`src/ipv4_receive_header_check_macros.svh`:
```
// Assertion macros for the IPv4 receive header check.
// Used by the RTL modules that carry concurrent checks; no other dependencies.
`ifndef IPV4_RECEIVE_HEADER_CHECK_MACROS_SVH
`define IPV4_RECEIVE_HEADER_CHECK_MACROS_SVH

`ifndef SYNTHESIS

// Property must hold at every clock edge outside reset
`define IPV4RX_ASSERT(label, clk, rst_n, prop) \
    label: assert property (@(posedge clk) disable iff (!rst_n) (prop)) \
        else $error("ipv4rx assertion failed");

// Expression must never be true outside reset
`define IPV4RX_ASSERT_NEVER(label, clk, rst_n, expr) \
    label: assert property (@(posedge clk) disable iff (!rst_n) !(expr)) \
        else $error("ipv4rx forbidden condition seen");

`else

`define IPV4RX_ASSERT(label, clk, rst_n, prop)
`define IPV4RX_ASSERT_NEVER(label, clk, rst_n, expr)

`endif

`endif

```
`src/ipv4rx_pkg.sv`:
```
// Shared types, constants and helper functions for the IPv4 receive header check.
// No dependencies; imported by every module of the block.
`default_nettype none

package ipv4rx_pkg;

    localparam logic [3:0]  IP_VERSION       = 4'h4;
    localparam int          WORD_SHIFT       = 2;
    localparam logic [15:0] MIN_HEADER_BYTES = 16'd20;
    localparam logic [3:0]  MIN_IHL          = 4'd5;
    localparam logic [4:0]  COUNT_LIMIT      = 5'd16;
    localparam logic [15:0] SUM_GOOD         = 16'hFFFF;

    localparam logic [7:0] PROTO_UDP  = 8'd17;
    localparam logic [7:0] PROTO_TCP  = 8'd6;
    localparam logic [7:0] PROTO_ICMP = 8'd1;

    // Header word positions that get latched
    localparam logic [4:0] IDX_VER_LEN = 5'd0;
    localparam logic [4:0] IDX_ID_FRAG = 5'd1;
    localparam logic [4:0] IDX_PROTO   = 5'd2;
    localparam logic [4:0] IDX_SOURCE  = 5'd3;
    localparam logic [4:0] IDX_DEST    = 5'd4;

    typedef enum logic [2:0] {
        VERDICT_UDP         = 3'd0,
        VERDICT_TCP         = 3'd1,
        VERDICT_ICMP        = 3'd2,
        VERDICT_MALFORMED   = 3'd3,
        VERDICT_CHECKSUM    = 3'd4,
        VERDICT_NOT_FOR_ME  = 3'd5,
        VERDICT_UNSUPPORTED = 3'd6
    } t_verdict;

    // One incoming header word request
    typedef struct packed {
        logic [31:0] header_word;
        logic        first_word;
        logic        last_word;
        logic [15:0] buffer_bytes;
    } t_word;

    // One verdict request
    typedef struct packed {
        t_verdict    verdict;
        logic        needs_reassembly;
        logic [5:0]  header_bytes;
        logic [15:0] total_length;
        logic [31:0] source_address;
        logic [15:0] identification;
    } t_result;

    // Ones'-complement add with end-around carry; inputs at or below 0xFFFF
    function automatic logic [15:0] fold_add(input logic [15:0] s, input logic [15:0] v);
        logic [16:0] t;
        t = {1'b0, s} + {1'b0, v};
        return t[15:0] + {15'd0, t[16]};
    endfunction

endpackage

`default_nettype wire

```
`src/ipv4rx_word_if.sv`:
```
// Valid/ready channel carrying header words into the IPv4 receive header check.
// No dependencies.
`default_nettype none

interface ipv4rx_word_if;
    logic        valid;
    logic        ready;
    logic [31:0] header_word;
    logic        first_word;
    logic        last_word;
    logic [15:0] buffer_bytes;

    modport source (output valid, output header_word, output first_word,
                    output last_word, output buffer_bytes, input ready);
    modport sink   (input valid, input header_word, input first_word,
                    input last_word, input buffer_bytes, output ready);
endinterface

`default_nettype wire

```
`src/ipv4rx_verdict_if.sv`:
```
// Valid/ready channel carrying verdicts out of the IPv4 receive header check.
// No dependencies.
`default_nettype none

interface ipv4rx_verdict_if;
    logic        valid;
    logic        ready;
    logic [2:0]  verdict;
    logic        needs_reassembly;
    logic [5:0]  header_bytes;
    logic [15:0] total_length;
    logic [31:0] source_address;
    logic [15:0] identification;

    modport source (output valid, output verdict, output needs_reassembly,
                    output header_bytes, output total_length,
                    output source_address, output identification, input ready);
    modport sink   (input valid, input verdict, input needs_reassembly,
                    input header_bytes, input total_length,
                    input source_address, input identification, output ready);
endinterface

`default_nettype wire

```
`src/ipv4_receive_header_check.sv`:
```
// IPv4 receive header check, top level: input register, header evaluator, verdict register.
// Depends on ipv4rx_pkg, ipv4rx_word_if, ipv4rx_verdict_if, ipv4rx_hdr_eval
// and ipv4_receive_header_check_macros.svh.

// The block takes one 32-bit header word per cycle with no gaps required and
// issues one verdict request for each word marked last. A word passes an input
// register, is folded into the packet state by combinational logic (two 16-bit
// ones'-complement adds plus the verdict compares), and a verdict lands in the
// output register; the verdict for a last word is offered once that word has
// passed the input register and its result is loaded into the output register.
// A waiting verdict does not stop the flow: only a further last word stalls, and
// only while the output register holds a request that is not being taken.
`default_nettype none

`include "ipv4_receive_header_check_macros.svh"

module ipv4_receive_header_check
    import ipv4rx_pkg::*;
(
    input  wire logic        i_clk,
    input  wire logic        i_rst_n,
    input  wire logic        i_cfg_we,
    input  wire logic [31:0] i_cfg_wdata,
    ipv4rx_word_if.sink      i_word,
    ipv4rx_verdict_if.source o_result
);

    logic [31:0] r_local_address;
    logic        r_in_valid;
    t_word       r_in;
    logic        r_out_valid;
    t_result     r_out;
    t_result     w_result;
    logic        w_adv;

    // Hold the local address
    always_ff @(posedge i_clk) begin
        if (!i_rst_n) begin
            r_local_address <= '0;
        end else if (i_cfg_we) begin
            r_local_address <= i_cfg_wdata;
        end
    end

    // Advance a word unless it makes a verdict that cannot be placed
    assign w_adv        = r_in_valid && (!r_in.last_word || !r_out_valid || o_result.ready);
    assign i_word.ready = !r_in_valid || w_adv;

    // Input register
    always_ff @(posedge i_clk) begin
        if (!i_rst_n) begin
            r_in_valid <= 1'b0;
        end else if (i_word.ready) begin
            r_in_valid <= i_word.valid;
        end
    end

    always_ff @(posedge i_clk) begin
        if (i_word.valid && i_word.ready) begin
            r_in.header_word  <= i_word.header_word;
            r_in.first_word   <= i_word.first_word;
            r_in.last_word    <= i_word.last_word;
            r_in.buffer_bytes <= i_word.buffer_bytes;
        end
    end

    ipv4rx_hdr_eval u_hdr_eval (
        .i_clk           (i_clk),
        .i_rst_n         (i_rst_n),
        .i_step          (w_adv),
        .i_item          (r_in),
        .i_local_address (r_local_address),
        .o_result        (w_result)
    );

    // Verdict register: load on a last word, drop once taken
    always_ff @(posedge i_clk) begin
        if (!i_rst_n) begin
            r_out_valid <= 1'b0;
        end else if (w_adv && r_in.last_word) begin
            r_out_valid <= 1'b1;
        end else if (o_result.ready) begin
            r_out_valid <= 1'b0;
        end
    end

    always_ff @(posedge i_clk) begin
        if (w_adv && r_in.last_word) begin
            r_out <= w_result;
        end
    end

    assign o_result.valid            = r_out_valid;
    assign o_result.verdict          = r_out.verdict;
    assign o_result.needs_reassembly = r_out.needs_reassembly;
    assign o_result.header_bytes     = r_out.header_bytes;
    assign o_result.total_length     = r_out.total_length;
    assign o_result.source_address   = r_out.source_address;
    assign o_result.identification   = r_out.identification;

    // A new verdict only follows a processed last word
    `IPV4RX_ASSERT(a_out_from_last, i_clk, i_rst_n,
        $rose(r_out_valid) |-> $past(w_adv && r_in.last_word))
    // Short headers are always malformed
    `IPV4RX_ASSERT(a_short_hdr_malformed, i_clk, i_rst_n,
        (r_out_valid && r_out.header_bytes < 6'd20) |-> (r_out.verdict == VERDICT_MALFORMED))
    // A checksum verdict implies the length checks passed
    `IPV4RX_ASSERT_NEVER(a_checksum_len, i_clk, i_rst_n,
        r_out_valid && r_out.verdict == VERDICT_CHECKSUM && r_out.total_length < MIN_HEADER_BYTES)

endmodule

`default_nettype wire

```
`src/ipv4rx_hdr_eval.sv`:
```
// Per-packet header state (field latches, running checksum, word count) and verdict logic.
// Depends on ipv4rx_pkg.
`default_nettype none

module ipv4rx_hdr_eval
    import ipv4rx_pkg::*;
(
    input  wire logic        i_clk,
    input  wire logic        i_rst_n,
    input  wire logic        i_step,
    input  wire t_word       i_item,
    input  wire logic [31:0] i_local_address,
    output t_result          o_result
);

    logic [4:0]  r_word_count;
    logic [15:0] r_sum;
    logic [15:0] r_length;
    logic [31:0] r_first_hdr;
    logic [31:0] r_id_frag;
    logic [7:0]  r_protocol;
    logic [31:0] r_source;
    logic [31:0] r_dest;

    logic [4:0]  n_word_count;
    logic [15:0] n_sum;
    logic [15:0] n_length;
    logic [31:0] n_first_hdr;
    logic [31:0] n_id_frag;
    logic [7:0]  n_protocol;
    logic [31:0] n_source;
    logic [31:0] n_dest;

    logic [4:0]  w_idx;
    logic [15:0] w_sum_base;
    logic [15:0] w_sum_hi;
    logic [3:0]  w_ihl;
    logic [15:0] w_hdr_bytes;
    logic [15:0] w_tlen;
    logic        w_malformed;
    t_verdict    w_verdict;

    // Start from cleared state on the first word, else continue the packet
    always_comb begin
        n_length    = i_item.first_word ? i_item.buffer_bytes : r_length;
        n_first_hdr = i_item.first_word ? 32'd0 : r_first_hdr;
        n_id_frag   = i_item.first_word ? 32'd0 : r_id_frag;
        n_protocol  = i_item.first_word ? 8'd0  : r_protocol;
        n_source    = i_item.first_word ? 32'd0 : r_source;
        n_dest      = i_item.first_word ? 32'd0 : r_dest;
        w_sum_base  = i_item.first_word ? 16'd0 : r_sum;
        w_idx       = i_item.first_word ? 5'd0  : r_word_count;

        // Latch the field words by position
        unique case (w_idx)
            IDX_VER_LEN: n_first_hdr = i_item.header_word;
            IDX_ID_FRAG: n_id_frag   = i_item.header_word;
            IDX_PROTO:   n_protocol  = i_item.header_word[23:16];
            IDX_SOURCE:  n_source    = i_item.header_word;
            IDX_DEST:    n_dest      = i_item.header_word;
            default: ;
        endcase

        // Sum both halves of words inside the header length
        w_ihl    = n_first_hdr[27:24];
        w_sum_hi = fold_add(w_sum_base, i_item.header_word[31:16]);
        if (w_idx < {1'b0, w_ihl}) begin
            n_sum = fold_add(w_sum_hi, i_item.header_word[15:0]);
        end else begin
            n_sum = w_sum_base;
        end

        // Count words, saturating
        n_word_count = (w_idx < COUNT_LIMIT) ? (w_idx + 5'd1) : w_idx;
    end

    // Verdict in priority order
    always_comb begin
        w_hdr_bytes = {10'd0, w_ihl, 2'b00};
        w_tlen      = n_first_hdr[15:0];
        w_malformed = (n_length < MIN_HEADER_BYTES) ||
                      (n_first_hdr[31:28] != IP_VERSION) ||
                      (w_tlen < MIN_HEADER_BYTES) ||
                      (w_ihl < MIN_IHL) ||
                      (n_length < w_hdr_bytes) ||
                      (n_word_count < {1'b0, w_ihl});
        if (w_malformed) begin
            w_verdict = VERDICT_MALFORMED;
        end else if (n_sum != SUM_GOOD) begin
            w_verdict = VERDICT_CHECKSUM;
        end else if (n_dest != i_local_address) begin
            w_verdict = VERDICT_NOT_FOR_ME;
        end else begin
            case (n_protocol)
                PROTO_UDP:  w_verdict = VERDICT_UDP;
                PROTO_TCP:  w_verdict = VERDICT_TCP;
                PROTO_ICMP: w_verdict = VERDICT_ICMP;
                default:    w_verdict = VERDICT_UNSUPPORTED;
            endcase
        end

        o_result.verdict          = w_verdict;
        o_result.needs_reassembly = n_id_frag[13] || (n_id_frag[12:0] != 13'd0);
        o_result.header_bytes     = w_hdr_bytes[5:0];
        o_result.total_length     = w_tlen;
        o_result.source_address   = n_source;
        o_result.identification   = n_id_frag[31:16];
    end

    // Advance packet state on each processed word
    always_ff @(posedge i_clk) begin
        if (!i_rst_n) begin
            r_word_count <= '0;
            r_sum        <= '0;
            r_length     <= '0;
            r_first_hdr  <= '0;
            r_id_frag    <= '0;
            r_protocol   <= '0;
            r_source     <= '0;
            r_dest       <= '0;
        end else if (i_step) begin
            r_word_count <= n_word_count;
            r_sum        <= n_sum;
            r_length     <= n_length;
            r_first_hdr  <= n_first_hdr;
            r_id_frag    <= n_id_frag;
            r_protocol   <= n_protocol;
            r_source     <= n_source;
            r_dest       <= n_dest;
        end
    end

endmodule

`default_nettype wire

```
`src/flat_wrapper.sv`:
```
// flat-port wrapper written by rule: the top's interface ports become plain ports
module ipv4_receive_header_check_flat import ipv4rx_pkg::*;
  (i_clk, i_rst_n, i_cfg_we, i_cfg_wdata, i_word_valid, i_word_header_word, i_word_first_word, i_word_last_word, i_word_buffer_bytes, i_word_ready, o_result_valid, o_result_verdict, o_result_needs_reassembly, o_result_header_bytes, o_result_total_length, o_result_source_address, o_result_identification, o_result_ready);
  ipv4rx_word_if i_word_i ();
  ipv4rx_verdict_if o_result_i ();
  input  wire logic i_clk;
  input  wire logic i_rst_n;
  input  wire logic i_cfg_we;
  input  wire logic [31:0] i_cfg_wdata;
  input wire logic [$bits(i_word_i.valid)-1:0] i_word_valid;
  input wire logic [$bits(i_word_i.header_word)-1:0] i_word_header_word;
  input wire logic [$bits(i_word_i.first_word)-1:0] i_word_first_word;
  input wire logic [$bits(i_word_i.last_word)-1:0] i_word_last_word;
  input wire logic [$bits(i_word_i.buffer_bytes)-1:0] i_word_buffer_bytes;
  output wire logic [$bits(i_word_i.ready)-1:0] i_word_ready;
  output wire logic [$bits(o_result_i.valid)-1:0] o_result_valid;
  output wire logic [$bits(o_result_i.verdict)-1:0] o_result_verdict;
  output wire logic [$bits(o_result_i.needs_reassembly)-1:0] o_result_needs_reassembly;
  output wire logic [$bits(o_result_i.header_bytes)-1:0] o_result_header_bytes;
  output wire logic [$bits(o_result_i.total_length)-1:0] o_result_total_length;
  output wire logic [$bits(o_result_i.source_address)-1:0] o_result_source_address;
  output wire logic [$bits(o_result_i.identification)-1:0] o_result_identification;
  input wire logic [$bits(o_result_i.ready)-1:0] o_result_ready;
  assign i_word_i.valid = i_word_valid;
  assign i_word_i.header_word = i_word_header_word;
  assign i_word_i.first_word = i_word_first_word;
  assign i_word_i.last_word = i_word_last_word;
  assign i_word_i.buffer_bytes = i_word_buffer_bytes;
  assign i_word_ready = i_word_i.ready;
  assign o_result_valid = o_result_i.valid;
  assign o_result_verdict = o_result_i.verdict;
  assign o_result_needs_reassembly = o_result_i.needs_reassembly;
  assign o_result_header_bytes = o_result_i.header_bytes;
  assign o_result_total_length = o_result_i.total_length;
  assign o_result_source_address = o_result_i.source_address;
  assign o_result_identification = o_result_i.identification;
  assign o_result_i.ready = o_result_ready;
  ipv4_receive_header_check u_core (.i_clk(i_clk), .i_rst_n(i_rst_n), .i_cfg_we(i_cfg_we), .i_cfg_wdata(i_cfg_wdata), .i_word(i_word_i), .o_result(o_result_i));
endmodule
```
`config.mk`:
```
export PLATFORM = sky130hd
export DESIGN_NAME = ipv4_receive_header_check_flat
export DESIGN_NICKNAME = d
export VERILOG_FILES = /design/src/ipv4rx_pkg.sv /design/src/ipv4rx_word_if.sv /design/src/ipv4rx_verdict_if.sv /design/src/ipv4_receive_header_check.sv /design/src/ipv4rx_hdr_eval.sv /design/src/flat_wrapper.sv
export VERILOG_INCLUDE_DIRS = /design/src /design/src/src
export SDC_FILE = /design/constraint.sdc
export NUM_CORES = 1
export LEC_CHECK = 0
export BUFFER_PORTS_ARGS = -buffer_cell sky130_fd_sc_hd__buf_4
export CAP_MARGIN = 40
export CORE_MARGIN = 2
export CORE_UTILIZATION = 40
export CTS_BUF_LIST = sky130_fd_sc_hd__clkbuf_4 sky130_fd_sc_hd__clkbuf_8
export DETAILED_ROUTE_END_ITERATION = 7
export GPL_TIMING_DRIVEN = 0
export PLACE_DENSITY = 0.54
export SYNTH_ARGS = -nofsm -noshare
export SYNTH_HDL_FRONTEND = slang
export SYNTH_SLANG_ARGS = --single-unit
```
`constraint.sdc`:
```
create_clock -name i_clk -period 28 [get_ports i_clk]
set_input_delay 1.4 -clock i_clk [delete_from_list [all_inputs] [get_ports i_clk]]
set_output_delay 1.4 -clock i_clk [all_outputs]
set_load 0.1 [all_outputs]
```
==> metrics.yaml, run 1 <==
status: "finished, final reports clean"
clock_tree.htree_level_count: 2
fin_skew_ps: 20.06
critPathKind: "reg -> reg"
utilization: 0.4843
wire_per_inst_um: 20.98
cts_tree: "yes"
antenna_found_initial: 2
syn_inst: 1719
final_common_cell: "nand2_1"
leakage_uw: 0.007197
synth_edf_count: 120
yosys.cell_types.count: 88
clock_sinks: 315
fp.dieArea_um2: 41900
crit_path_end_kind: "flip-flop"
timing.fmax_mhz: 77.63
start_kind: "flip-flop"
cts_buffers: 55
wirelength_mm: 52.57
detail-route-antenna-nets: 0
grt_pass1_vias: 13134
synth-seq-cells: 315
die_h_um: 204.7
syn_avg_cell_area_um2: 9.372
power.total_uw: 1203
max_stage_delay_ps: 550
slowest_stage: "clkbuf_1"
maxCapViolCount: 0
routabilityCongestion: 0.9275
ios: 163
fp.dieW_um: 204.7
cts.clk_slew.worst_paths_ps: 60
cts_hold_buf: 0
cts_setup_buffers: 0
core_area_um2: 39730
ir_drop_mv: 0.03899
hold_start: "u_core.u_hdr_eval.r_id_frag[17]"
crit_start: "u_core.r_in[17]"
hold_violations: 0
vias: 13695
grt_max_degree: 60
clock_latency_ps: 650
synth_area_leaders: "dfxtp_1, edfxtp_1, nand2_1"
yosysTopAreaCell: "dfxtp_1"
rsz0062_at_grt: "false"
syn2layout_area_growth_pct: 19.45
drive_above_1_share: 0.1515
grt_pass1_wl_mm: 78.25
drcViolationCount: 0
synth_area_um2: 16110
hpwl_mm: 38.32
final_nets: 2070
port_buffers: 156
post_cts_resized: 0
cp.required_ps: 28350
place_area_um2: 18040
drtIter0Drc: 937
worst-path-buf-inv: 10
stdcell_area_um2: 19240
setup_violations: 0
worstPathArrival_ps: 13230
vias_per_cell: 5.467
critical-path-top-delay-family: "simple AND/OR/NAND/NOR gates"
final_cell_mix: "nand2_1, dfxtp_1, buf_4"
hold_path.class: "reg -> reg"
grt.total_usage: 0.2496
clk_path_buf_depth: 3
r2r-start: "u_core.r_in[17]"
synth_top_area_frac: 0.2423
slew_viol_final: 0
start_util: 0.4055
num_rows: 73
maxSlewHeadroom: 0.4000
ys.flop_type: "dfxtp_1"
yosysSeqAreaShare: 0.4660
drt_first_pass_iters: 5
period_minus_slack_ps: 12880
async_flop_share: 0
fin_crit_sh: 0.4600
diodes: 0
crit_path_max_fanout: 10
setup_tns_ps: 0
tightest_slew_ps: 890.6
power.density_nw_per_um2: 62.49
grt_overflow: 0
root_buffer: "clkbuf_8"
yosysWarnings: 0
-- sequential cells by signal (all words and copies together) (netlist names) --
register / flops
u_core.o_result.header_bytes: 4
u_core.o_result.identification: 16
u_core.o_result.needs_reassembly: 1
u_core.o_result.source_address: 32
u_core.o_result.total_length: 16
u_core.o_result.valid: 1
u_core.o_result.verdict: 3
u_core.r_in: 48
u_core.r_in_valid: 1
u_core.r_local_address: 32
u_core.u_hdr_eval.r_dest: 32
u_core.u_hdr_eval.r_first_hdr: 24
u_core.u_hdr_eval.r_id_frag: 30
u_core.u_hdr_eval.r_length: 14
u_core.u_hdr_eval.r_protocol: 8
u_core.u_hdr_eval.r_source: 32
u_core.u_hdr_eval.r_sum: 16
u_core.u_hdr_eval.r_word_count: 5
-- area by class of cell --
| cell class | instances | area, um2 |
|---|---|---|
| fill | 3825 | 20490 |
| tap | 525 | 656.9 |
| timing repair buffer | 160 | 1250 |
| sequential | 315 | 7507 |
| clock inverter | 23 | 255.2 |
| clock buffer | 77 | 947.2 |
| buffer | 107 | 417.9 |
| inverter | 38 | 142.6 |
| multi-input combinational | 1260 | 8066 |
-- cell families after synthesis --
logic type | Yosys count | synth area share
other cells | 1 | 0.0002328
compound gates | 411 | 0.1770
fa+ha+maj | 48 | 0.03806
flops | 315 | 0.4660
simple gates | 677 | 0.2137
xor+xnor | 80 | 0.04349
buf+inv | 145 | 0.03479
mux | 42 | 0.02672
-- Yosys cell counts, types with 5 or more instances --
library cell,number
nand2_1,288
dfxtp_1,195
nor2b_1,125
edfxtp_1,120
o21ai_0,91
clkbuf_1,83
nor2_1,74
a22oi_1,66
xnor2_1,66
a21boi_0,65
a21oi_1,65
nor3b_1,50
ha_1,44
inv_1,37
mux2i_1,37
nor3_1,21
nor4_1,21
o211a_1,19
nand3_1,16
and3_1,15
buf_1,15
xor2_1,14
nand2b_1,13
o21a_1,11
nand4_1,10
a31oi_1,9
and2_1,8
a21o_1,7
o211ai_1,7
o31ai_1,7
a211oi_1,6
buf_2,6
a211o_1,5
a211oi_2,5
nor4b_1,5
o21ai_1,5
or2_2,5
or4_1,5
-- metrics by stage --
stage	hold WS [ps]	std cells	worst slack, ps
2_1_floorplan	438.9	1720	18160
3_3_place_gp	449.8	2401	14790
3_5_place_dp	457.8	2405	15130
4_1_cts	465.5	2505	15070
5_1_grt	484.5	2505	14200
6_report	463.1	2505	15120
-- final timing paths --
path                                     endpoint  depth (start not counted)  slack, ps
hold / removal    u_core.u_hdr_eval.r_id_frag[17]                          2        460
setup reg to reg       u_core.o_result.verdict[2]                         49      15120
hold reg to reg   u_core.u_hdr_eval.r_id_frag[17]                          2        460
setup / recovery       u_core.o_result.verdict[2]                         49      15120
-- worst reg2reg max path: cells and delay by family (launching register included) --
| family | cells | cell delay (ps) |
|---|---|---|
| buf+inv | 10 | 3370 |
| compound gates | 15 | 3240 |
| simple gates | 17 | 3650 |
| xor+xnor | 1 | 230 |
| fa+ha+maj | 6 | 1660 |
| flops | 1 | 430 |
-- per-layer routing --
metal / GRT usage / vias to the layer above / share of wire
met4: 0.09032 / 2 / 0.030
met1: 0.3401 / 6586 / 0.44
met3: 0.03770 / 95 / 0.063
met2: 0.4013 / 450 / 0.46
li1: - / 6562 / -
met5: 0 / - / 0.00023
-- power by group --
part / total, uW / switching (uW) / internal, uW
Sequential: 514 / 20.7 / 493
Clock: 467 / 194 / 273
Combinational: 221 / 139 / 81.9
Total: 1200 / 354 / 848
No activity file was read; power rests on OpenSTA's default activity.
==> run 2: changes to the inputs <==
- PLACE_DENSITY: 0.54 -> 0.56
- clock period: 28 -> 11.7 ns (I/O delays scaled with it)
==> run 2 against run 1 <==
  * Register-to-register slack got worse by 14000 ps
  * Critical path depth fell by 1
  * Sequential share of layout area fell by 0.11 points
  * Sequential power rose by 140%
  * Core utilization rose by 0.14 points
  * Wire length fell by 1.7%
  * Critical endpoint unchanged
  * Largest power group unchanged
==> metrics.yaml, run 2 (same netlist as run 1, synthesis figures left out) <==
status: "finished, final reports clean"
fin_skew_ps: 26.48  # +6.422 ps
power.density_nw_per_um2: 146.5  # +130%
fin_crit_sh: 0.9292  # +0.4692
ir_drop_mv: 0.07843  # +100%
setup_violations: 0  # unchanged
slew_viol_final: 0  # unchanged
port_buffers: 156  # unchanged
cts.clk_slew.worst_paths_ps: 70  # about the same
clock_sinks: 315  # unchanged
detail-route-antenna-nets: 0  # unchanged
cts_buffers: 54  # -1.8%
grt_pass1_wl_mm: 77.39  # -1.1%
start_kind: "flip-flop"
post-place-ws_ps: -1106  # -16,240 ps
setup_tns_ps: 0  # unchanged
wirelength_mm: 51.67  # -1.7%
grt.total_usage: 0.2452  # -0.004343
routabilityCongestion: 0.9026  # -2.7%
clk_path_buf_depth: 3  # unchanged
clock_tree.htree_level_count: 2  # unchanged
fp.dieW_um: 204.7  # unchanged
vias_per_cell: 5.460  # -0.13%
final_nets: 2071  # +0.048%
drt_first_pass_iters: 5  # unchanged
drtIter0Drc: 1113  # +19%
grt_overflow: 0  # unchanged
start_util: 0.4055  # unchanged
cts_hold_buf: 0  # unchanged
die_h_um: 204.7  # unchanged
multi_input_area_um2: 8127  # +0.74%
clock_latency_ps: 640  # about the same
max_stage_delay_ps: 440  # -110 ps
core_area_um2: 39730  # unchanged
timing.fmax_mhz: 91.98  # +18%
place_area_um2: 18050  # about the same
hpwl_mm: 37.97  # -0.91%
maxCapViolCount: 0  # unchanged
crit_path_end_kind: "flip-flop"
top_register: "u_core.r_in"
grt_pass1_vias: 13230  # +0.73%
fin_ws_ps: 828.2  # -14,290 ps
critPathKind: "reg -> reg"
wire_per_inst_um: 20.59  # -1.9%
tightest_slew_ps: 971.9  # +81.31 ps
final_common_cell: "nand2_1"
stdcell_area_um2: 19300  # +0.29%
drive_above_1_share: 0.1628  # +0.01129
ios: 163  # unchanged
fillers: 3831  # +0.16%
hold_violations: 0  # unchanged
syn2layout_area_growth_pct: 19.80
fp.dieArea_um2: 41900  # unchanged
worstPathArrival_ps: 11210  # -2020 ps
leakage_uw: 0.007223  # +0.36%
antenna_found_initial: 1  # -1
rsz0062_at_grt: "false"
path_common_cell: "ha_1"
slowest_stage: "fa_1"
drcViolationCount: 0  # unchanged
register_area_um2: 7507  # unchanged
cp.required_ps: 12040  # -16,310 ps
maxSlewHeadroom: 0.3492  # -0.05078
final_cell_mix: "nand2_1, dfxtp_1, buf_4"
cts_tree: "yes"
num_rows: 73  # unchanged
crit_path_max_fanout: 19  # +9
period_minus_slack_ps: 10870  # -2010 ps
grt_max_degree: 69  # +15%
hold_path.class: "in -> reg"
root_buffer: "clkbuf_8"
diodes: 0  # unchanged
vias: 13699  # +0.029%
largest_reg_flops: 48  # unchanged
[run 2: worst paths after layout]
| path | startpoint | to | slack, ps | cells after the start |
|---|---|---|---|---|
| hold reg to reg | u_core.u_hdr_eval.r_id_frag[29] | u_core.u_hdr_eval.r_id_frag[29] | 460 | 2 |
| setup reg to reg | u_core.r_in[17] | u_core.o_result.verdict[2] | 830 | 48 |
| setup / recovery | u_core.r_in[17] | u_core.o_result.verdict[2] | 830 | 48 |
| hold / removal | i_word_header_word[22] | u_core.r_in[40] | 110 | 1 |
[run 2: routing by layer]
metal / track usage / up-vias / wire length (um)
met3: 0.04248 / 104 / 3145
met4: 0.09524 / 0 / 1894
met1: 0.3250 / 6597 / 22500
met2: 0.3984 / 437 / 24130
met5: 0 / - / 0
li1: - / 6561 / -
[run 2: worst max-delay path: cells and delay by family (launching register included)]
family	cells	cell delay, ps
and+or+nand+nor	16	2770
xor gates and xnor gates	1	300
adders and majority gates	7	1850
AOI/OAI and AO/OA	17	3690
DFF	1	430
buffers and inverters	7	1480
[run 2: power breakdown]
| group | leakage, uW | switching [uW] | internal (uW) |
|---|---|---|---|
| combinational | 0.00386 | 339 | 200 |
| sequential | 0.00275 | 49.7 | 1180 |
| clock | 0.000620 | 464 | 595 |
| total | 0.00722 | 853 | 1980 |
[run 2: area by class of cell]
| cell class | instances | area share |
|---|---|---|
| Inverter | 38 | 0.007585 |
| Multi-Input combinational cell | 1260 | 0.4211 |
| Sequential cell | 315 | 0.3890 |
| Clock inverter | 18 | 0.007066 |
| Timing Repair Buffer | 165 | 0.06697 |
| Buffer | 104 | 0.02185 |
| Clock buffer | 84 | 0.05245 |
| Tap cell | 525 | 0.03404 |
[run 2: timing repair]
item | in CTS | in global routing
pin swaps | 0 | 1
endpoints found under the setup margin | 11 | 7
setup buffers | 0 | 4
resized for setup | 7 | 17
[run 2: metrics by stage]
stage	power, uW	hold WS [ps]	instances	util
finish	2828	111.4	2509	0.4858
CTS	2831	78.20	2506	0.4835
global placement	1765	450.4	2401	0.4516
global route	2946	88.08	2509	0.4858
detailed placement	1777	457.3	2406	0.4544
floorplan	1612	438.9	1720	-
